<file path="src/sv/fsp_pkg.sv">
`timescale 1ns / 1ps
package fsp_pkg;

    localparam logic [31:0] K_INV2PI = 32'h3E22_F983;
    localparam logic [31:0] K_TWOPI  = 32'h40C9_0FDB;
    localparam logic [31:0] K_C3     = 32'hBE2A_AAAB;
    localparam logic [31:0] K_C5     = 32'h3C08_8889;
    localparam logic [31:0] K_C7     = 32'hB950_0D01;
    localparam logic [31:0] K_ONE    = 32'h3F80_0000;
    localparam logic [31:0] K_NEGZ   = 32'h8000_0000;
    localparam logic [31:0] K_DNAN   = 32'h7FC0_0000;

    typedef logic signed [12:0] t_exp;

    typedef enum logic [1:0] {
        FMT_FP32  = 2'd0,
        FMT_FP16  = 2'd1,
        FMT_INT8  = 2'd2,
        FMT_UINT8 = 2'd3
    } t_fmt;

    typedef struct packed {
        logic [31:0] value_bits;
        logic        last_in;
    } t_fsp_in;

    typedef struct packed {
        logic [31:0] sine_bits;
        logic        format_error;
        logic        last_out;
    } t_fsp_out;

    function automatic logic f_is_nan(input logic [31:0] v);
        return v[30:0] > 31'h7F80_0000;
    endfunction

    function automatic logic f_is_inf(input logic [31:0] v);
        return v[30:0] == 31'h7F80_0000;
    endfunction

    function automatic logic f_is_zero(input logic [31:0] v);
        return v[30:0] == 31'h0;
    endfunction

    // significand of a finite fp32, value = mant * 2^exp
    function automatic logic [23:0] f_mant32(input logic [31:0] v);
        return (v[30:23] == 8'h0) ? {1'b0, v[22:0]} : {1'b1, v[22:0]};
    endfunction

    function automatic t_exp f_exp32(input logic [31:0] v);
        return (v[30:23] == 8'h0) ? -13'sd149 : ($signed({5'b0, v[30:23]}) - 13'sd150);
    endfunction

    // leading zero count, 64 when the word is zero
    function automatic logic [6:0] f_lzc64(input logic [63:0] v);
        logic [6:0] n;
        n = 7'd64;
        for (int i = 0; i < 64; i++) begin
            if (v[i]) n = 7'(63 - i);
        end
        return n;
    endfunction

    // round a normalized significand (bit 63 set) with biased exponent b
    function automatic logic [31:0] f_round_pack(input logic sign, input logic [63:0] m,
                                                 input t_exp b, input logic is16);
        logic [31:0]  sbit;
        logic [31:0]  res;
        logic [4:0]   fb;
        t_exp         emax;
        t_exp         sh_full;
        logic [6:0]   sh;
        logic [127:0] ext;
        logic [24:0]  mant;
        logic         inc;
        fb      = is16 ? 5'd10 : 5'd23;
        emax    = is16 ? 13'sd31 : 13'sd255;
        sbit    = sign ? (is16 ? 32'h0000_8000 : 32'h8000_0000) : 32'h0;
        sh_full = 13'sd63 - $signed({8'b0, fb}) + ((b <= 13'sd0) ? (13'sd1 - b) : 13'sd0);
        sh      = (sh_full > 13'sd127) ? 7'd127 : sh_full[6:0];
        ext     = {m, 64'b0} >> sh;
        mant    = ext[88:64];
        inc     = ext[63] & ((|ext[62:0]) | ext[64]);
        mant    = mant + {24'b0, inc};
        if (b >= emax) begin
            res = sbit | (is16 ? 32'h0000_7C00 : 32'h7F80_0000);
        end else if (b <= 13'sd0) begin
            res = sbit | {7'b0, mant};
        end else begin
            res = sbit | (({19'b0, b - 13'sd1} << fb) + {7'b0, mant});
        end
        return res;
    endfunction

endpackage

</file>
<file path="src/sv/fsp_fma.sv">
`timescale 1ns / 1ps
module fsp_fma (
    input  logic        i_clk,
    input  logic [31:0] i_a,
    input  logic [31:0] i_b,
    input  logic [31:0] i_c,
    output logic [31:0] o_y
);
    import fsp_pkg::*;

    // stage A: special operands and significand product
    logic        sp_a;
    logic        spec_a;
    logic [31:0] specv_a;

    always_comb begin
        sp_a    = i_a[31] ^ i_b[31];
        spec_a  = 1'b1;
        specv_a = K_DNAN;
        if (f_is_nan(i_a) || f_is_nan(i_b) || f_is_nan(i_c)) begin
            specv_a = K_DNAN;
        end else if (f_is_inf(i_a) || f_is_inf(i_b)) begin
            if (f_is_zero(i_a) || f_is_zero(i_b)) begin
                specv_a = K_DNAN;
            end else if (f_is_inf(i_c) && (i_c[31] != sp_a)) begin
                specv_a = K_DNAN;
            end else begin
                specv_a = {sp_a, 31'h7F80_0000};
            end
        end else if (f_is_inf(i_c)) begin
            specv_a = i_c;
        end else if (f_is_zero(i_a) || f_is_zero(i_b)) begin
            if (f_is_zero(i_c)) begin
                specv_a = (sp_a == i_c[31]) ? {sp_a, 31'b0} : 32'h0;
            end else begin
                specv_a = i_c;
            end
        end else begin
            spec_a = 1'b0;
        end
    end

    logic        r_a_spec;
    logic [31:0] r_a_specv;
    logic [47:0] r_a_prod;
    t_exp        r_a_pe;
    logic        r_a_sp;
    logic [23:0] r_a_q;
    t_exp        r_a_ce;
    logic        r_a_sc;
    logic        r_a_cz;

    always_ff @(posedge i_clk) begin
        r_a_spec  <= spec_a;
        r_a_specv <= specv_a;
        r_a_prod  <= {24'b0, f_mant32(i_a)} * {24'b0, f_mant32(i_b)};
        r_a_pe    <= f_exp32(i_a) + f_exp32(i_b);
        r_a_sp    <= sp_a;
        r_a_q     <= f_mant32(i_c);
        r_a_ce    <= f_exp32(i_c);
        r_a_sc    <= i_c[31];
        r_a_cz    <= f_is_zero(i_c);
    end

    // stage B: bring both terms to bit 60, order by magnitude
    logic [6:0]  kp_b;
    logic [6:0]  kq_b;
    logic [63:0] p_b;
    logic [63:0] q_b;
    t_exp        pe_b;
    t_exp        ce_b;
    logic        pfirst_b;

    always_comb begin
        kp_b     = f_lzc64({16'b0, r_a_prod}) - 7'd3;
        kq_b     = f_lzc64({40'b0, r_a_q}) - 7'd3;
        p_b      = {16'b0, r_a_prod} << kp_b;
        q_b      = {40'b0, r_a_q} << kq_b;
        pe_b     = r_a_pe - $signed({6'b0, kp_b});
        ce_b     = r_a_ce - $signed({6'b0, kq_b});
        pfirst_b = r_a_cz || (pe_b > ce_b) || ((pe_b == ce_b) && (p_b >= q_b));
    end

    logic        r_b_spec;
    logic [31:0] r_b_specv;
    logic [63:0] r_b_x;
    logic [63:0] r_b_y;
    t_exp        r_b_xe;
    t_exp        r_b_d;
    logic        r_b_xs;
    logic        r_b_sub;
    logic        r_b_cz;

    always_ff @(posedge i_clk) begin
        r_b_spec  <= r_a_spec;
        r_b_specv <= r_a_specv;
        r_b_x     <= pfirst_b ? p_b : q_b;
        r_b_y     <= pfirst_b ? q_b : p_b;
        r_b_xe    <= pfirst_b ? pe_b : ce_b;
        r_b_d     <= pfirst_b ? (pe_b - ce_b) : (ce_b - pe_b);
        r_b_xs    <= pfirst_b ? r_a_sp : r_a_sc;
        r_b_sub   <= r_a_sp != r_a_sc;
        r_b_cz    <= r_a_cz;
    end

    // stage C: align the smaller term with a sticky bit, add or subtract
    logic [63:0] y_c;
    logic [63:0] mask_c;

    always_comb begin
        mask_c = (64'h1 << r_b_d[5:0]) - 64'h1;
        if (r_b_cz) begin
            y_c = 64'h0;
        end else if (r_b_d >= 13'sd64) begin
            y_c = 64'h1;
        end else if (r_b_d > 13'sd0) begin
            y_c = (r_b_y >> r_b_d[5:0]) | {63'b0, |(r_b_y & mask_c)};
        end else begin
            y_c = r_b_y;
        end
    end

    logic        r_c_spec;
    logic [31:0] r_c_specv;
    logic [63:0] r_c_s;
    t_exp        r_c_xe;
    logic        r_c_xs;

    always_ff @(posedge i_clk) begin
        r_c_spec  <= r_b_spec;
        r_c_specv <= r_b_specv;
        r_c_s     <= (r_b_sub && !r_b_cz) ? (r_b_x - y_c) : (r_b_x + y_c);
        r_c_xe    <= r_b_xe;
        r_c_xs    <= r_b_xs;
    end

    // stage D1: normalize to bit 63; exact cancellation gives +0
    logic [6:0] lz_d;

    assign lz_d = f_lzc64(r_c_s);

    logic        r_d_spec;
    logic [31:0] r_d_specv;
    logic [63:0] r_d_m;
    t_exp        r_d_b;
    logic        r_d_sign;

    always_ff @(posedge i_clk) begin
        r_d_spec  <= r_c_spec || (r_c_s == 64'h0);
        r_d_specv <= r_c_spec ? r_c_specv : 32'h0;
        r_d_m     <= r_c_s << lz_d[5:0];
        r_d_b     <= r_c_xe - $signed({6'b0, lz_d}) + 13'sd190;
        r_d_sign  <= r_c_xs;
    end

    // stage D2: round and pack
    logic [31:0] r_y;

    always_ff @(posedge i_clk) begin
        r_y <= r_d_spec ? r_d_specv : f_round_pack(r_d_sign, r_d_m, r_d_b, 1'b0);
    end

    assign o_y = r_y;
endmodule

</file>
<file path="config.mk">
export PLATFORM = sky130hd
export DESIGN_NAME = fsp_fma
export DESIGN_NICKNAME = d
export VERILOG_FILES = /design/src/sv/fsp_pkg.sv /design/src/sv/fsp_fma.sv
export SDC_FILE = /design/constraint.sdc
export NUM_CORES = 2
export LEC_CHECK = 0
export ABC_AREA = 1
export ABC_CLOCK_PERIOD_IN_PS = 9950
export BUFFER_PORTS_ARGS = -buffer_cell sky130_fd_sc_hd__buf_2
export CAP_MARGIN = 15
export CORE_AREA = 3 3 385 387
export CTS_BUF_LIST = sky130_fd_sc_hd__clkbuf_16
export DETAILED_ROUTE_END_ITERATION = 12
export DIE_AREA = 0 0 388 390
export PLACE_DENSITY = 0.63
export SLEW_MARGIN = 20
export SYNTH_ARGS = -nofsm -noshare
export SYNTH_HDL_FRONTEND = slang
export SYNTH_SLANG_ARGS = --single-unit
export TNS_END_PERCENT = 10
</file>
<file path="constraint.sdc">
create_clock -name i_clk -period 9.95 [get_ports i_clk]
set_input_delay 1.4925 -clock i_clk [delete_from_list [all_inputs] [get_ports i_clk]]
set_output_delay 1.4925 -clock i_clk [all_outputs]
set_load 0.01 [all_outputs]
</file>
==> summary.txt <==
Run status
  • Outcome: complete, no violations

Yosys
  • Yosys warnings: 0
  • Ys async rst share: 0
  • Avg Inst Size Synth: 6.557 um2
  • Mapped Cells: 9,931
  • Main combinational cell family by area after synthesis: simple AND/OR/NAND/NOR gates
  • Mux cell area share after synthesis: 0.01645
  • Post-synthesis xor/xnor area fraction: 0.03699
  • Register area share after synthesis: 0.1765
  • Post-Synth Simple-Gate Area: 0.2844
  • EDFF count, synth: 0
  • Mapped cell area: 65,120 um2
  • Post-synthesis adder-cell area fraction: 0.2250
  • Complex-gate fraction of the synthesized area: 0.1254
  • Main synth FF type: dfxtp_1
  • Synth Register Bits: 574
  • Count of different cell masters after synthesis: 80

Run
  • Maxcap violations: 0

Clock tree
  • CTS root buf: clkbuf_16
  • Longest Clk Path Bufs: 3
  • Hold_buf cts: 0
  • CTS tree: built
  • Clock transition at path regs: 0.06 ns
  • Clock sink total: 574
  • CTS buffer count: 71
  • Clock Latency Late Sink: 0.71 ns
  • Htree depth: 3

Global routing
  • Largest net degree at the start of global routing: 90
  • Total GRT Usage: 0.3022
  • Initial antenna violation count: 7
  • Number of global-route vias before repair: 62,460
  • First-pass GRT wire length: 359,500 um
  • Total gr overflow: 0

Critical path
  • Crit path buffers/inverters: 13
  • Max stage delay on crit path: 0.36 ns
  • Worst Setup Start Kind: register
  • Setup CP Type: reg2reg
  • Critical path destination: r_c_s[63]
  • Worst r2r src: r_b_d[1]
  • Critical path origin: r_b_d[1]
  • R2R depth: 70
  • Setup crit end kind: register
  • R2r setup slk: 0.56 ns
  • Slowest cell on crit path: dfxtp_4
  • CP top delay family: simple AND/OR/NAND/NOR gates
  • Worst EP arrival: 9.97 ns
  • R2r endpoint: r_c_s[63]
  • Crit-path most repeated cell: o21ai_2
  • CP max FO: 5
  • CP required: 10.53 ns
  • Worst path depth: 70

Floorplan
  • FP Rows: 140
  • Die Area: 151,300 um2
  • Die H: 390 um
  • Die width: 388 um
  • Starting Density: 0.4484
  • I/O pin total: 129
  • Core area: 145,200 um2

STA
  • Final WS setup: 0.5591 ns
  • Final Cycle Share: 0.9438
  • Final Hold Viols: 0
  • Slew margin rel.: 0.2139
  • Setup Skew: 0.06282 ns
  • Count of pins over their slew limit: 0
  • RSZ-0062 raised after global routing: yes
  • # setup viols final: 0
  • Slew @ Worst Pin: 1.170 ns
  • Clock period minus worst slack: 9.391 ns
  • Fmax: 106.5 MHz

Placed design
  • Worst slack, placed: -0.09807 ns
  • Routability congestion estimate: 1.018
  • Input/output buffers: 128
  • Hpwl dp: 188,100 um

Cells and area
  • P&R area growth vs syn: 7.893%
  • Share of cells above drive strength 1: 0.06442
  • Most frequent cells in the layout: nand2_1, inv_1, nand3_1
  • Commonest non-fill, non-tap cell in the layout: nand2_1
  • Fin nets: 10,810

Detailed routing
  • Wire per inst: 19.72 um
  • Antenna Violating Nets Remaining: 0
  • Vias per cell: 5.408
  • Drt total wl: 233,000 um
  • Total iterations of the first detailed-routing run: 8
  • Drt initial violations: 5,572
  • DRC errors left: 0
  • Via count: 63,870

Hold path
  • Hold_sp: r_b_xe[3]
  • Worst min-delay path class: reg2reg
## registers in the layout, indices dropped and copies added, names as in the netlist, 24 cells and up
register and count:
o_y 32, r_a_prod 48, r_a_q 24, r_a_specv 32, r_b_specv 32, r_b_x 64, r_b_y 64, r_c_s 64
r_c_specv 32, r_d_m 64, r_d_specv 32
## kinds of logic after synthesis
logic type               count (synthesis)
XOR/XNOR                               275
buffers and inverters                 2238
adder cells (fa/ha/maj)                877
flip-flops                             574
AND/OR/NAND/NOR                       4408
other                                    2
multiplexers                           107
AO/OA/AOI/OAI                         1450
## how the worst min path moves through the flow
stage	end	slack, ns	depth (start not counted)
CTS	r_c_specv[31]	0.31	0
detailed placement	r_b_specv[27]	0.31	0
finish	r_c_xe[3]	0.31	0
floorplan	r_b_spec	0.31	0
global route	r_c_specv[23]	0.32	0
global placement	r_c_specv[17]	0.31	0
## cell type report
type	instances	area [um2]
diodes	6	15.01
clock buffers	72	1802
clock inverters	56	518.0
fillers	15080	74960
inverters	1712	6440
multi-input cells	7162	45470
flip-flops and latches	574	11500
well taps	1917	2399
repair buffers	312	2107
## metal layers
metal	global-route usage	up-vias	routed length, um
li1	-	31040	-
met1	0.3877	30140	98920
met2	0.5034	2189	107000
met3	0.04029	506	14640
met4	0.1433	4	12350
met5	0	-	31
## repair_timing
item                                    in CTS  in global routing
pin swaps                                    0                 61
setup buffers                                0                 28
resized for setup                            2                104
endpoints found under the setup margin       1                 19
## synthesized netlist by cell type, drive strengths merged (7+ instances only)
cell | instances | area, um2
o22ai | 45 | 281.5
xnor2 | 69 | 604.3
o21a | 31 | 232.7
clkinv | 12 | 45.04
a31oi | 44 | 275.3
nor2 | 653 | 2567
clkbuf | 392 | 1625
nor4 | 65 | 412.9
nor3 | 100 | 566.8
inv | 1700 | 6389
nand2 | 2642 | 9942
or2 | 30 | 187.7
o31ai | 19 | 147.6
dfxtp | 574 | 11490
fa | 490 | 9809
o2111ai | 9 | 78.83
xor2 | 206 | 1804
nand3 | 794 | 3999
o21bai | 20 | 153.9
o21ai | 840 | 4234
a32o | 7 | 70.07
mux2i | 107 | 1071
ha | 387 | 4842
nand4 | 84 | 550.5
a21oi | 281 | 1429
o41ai | 7 | 61.31
buf | 133 | 716.9
a21boi | 15 | 112.6
a221o | 7 | 70.07
o211ai | 38 | 285.3
nor3b | 23 | 172.7
a211oi | 14 | 105.1
o221ai | 32 | 280.3
## per-stage QoR
stage	TNS, ns	instances	instance area (um2)	hold WS [ns]	utilization
final	0	11810	70260	0.3136	0.4838
after floorplan	0	9974	65280	0.3096	-
after CTS	0	11780	69620	0.3125	0.4794
after global placement	0	11650	67290	0.3101	0.4634
after global routing	-1.291	11810	70250	0.3222	0.4838
after detailed placement	-0.09807	11650	67290	0.3121	0.4634
Power is left out: the tool's default activity adds up to more than one toggle a clock period on the data nets, which glitch-free logic cannot reach.
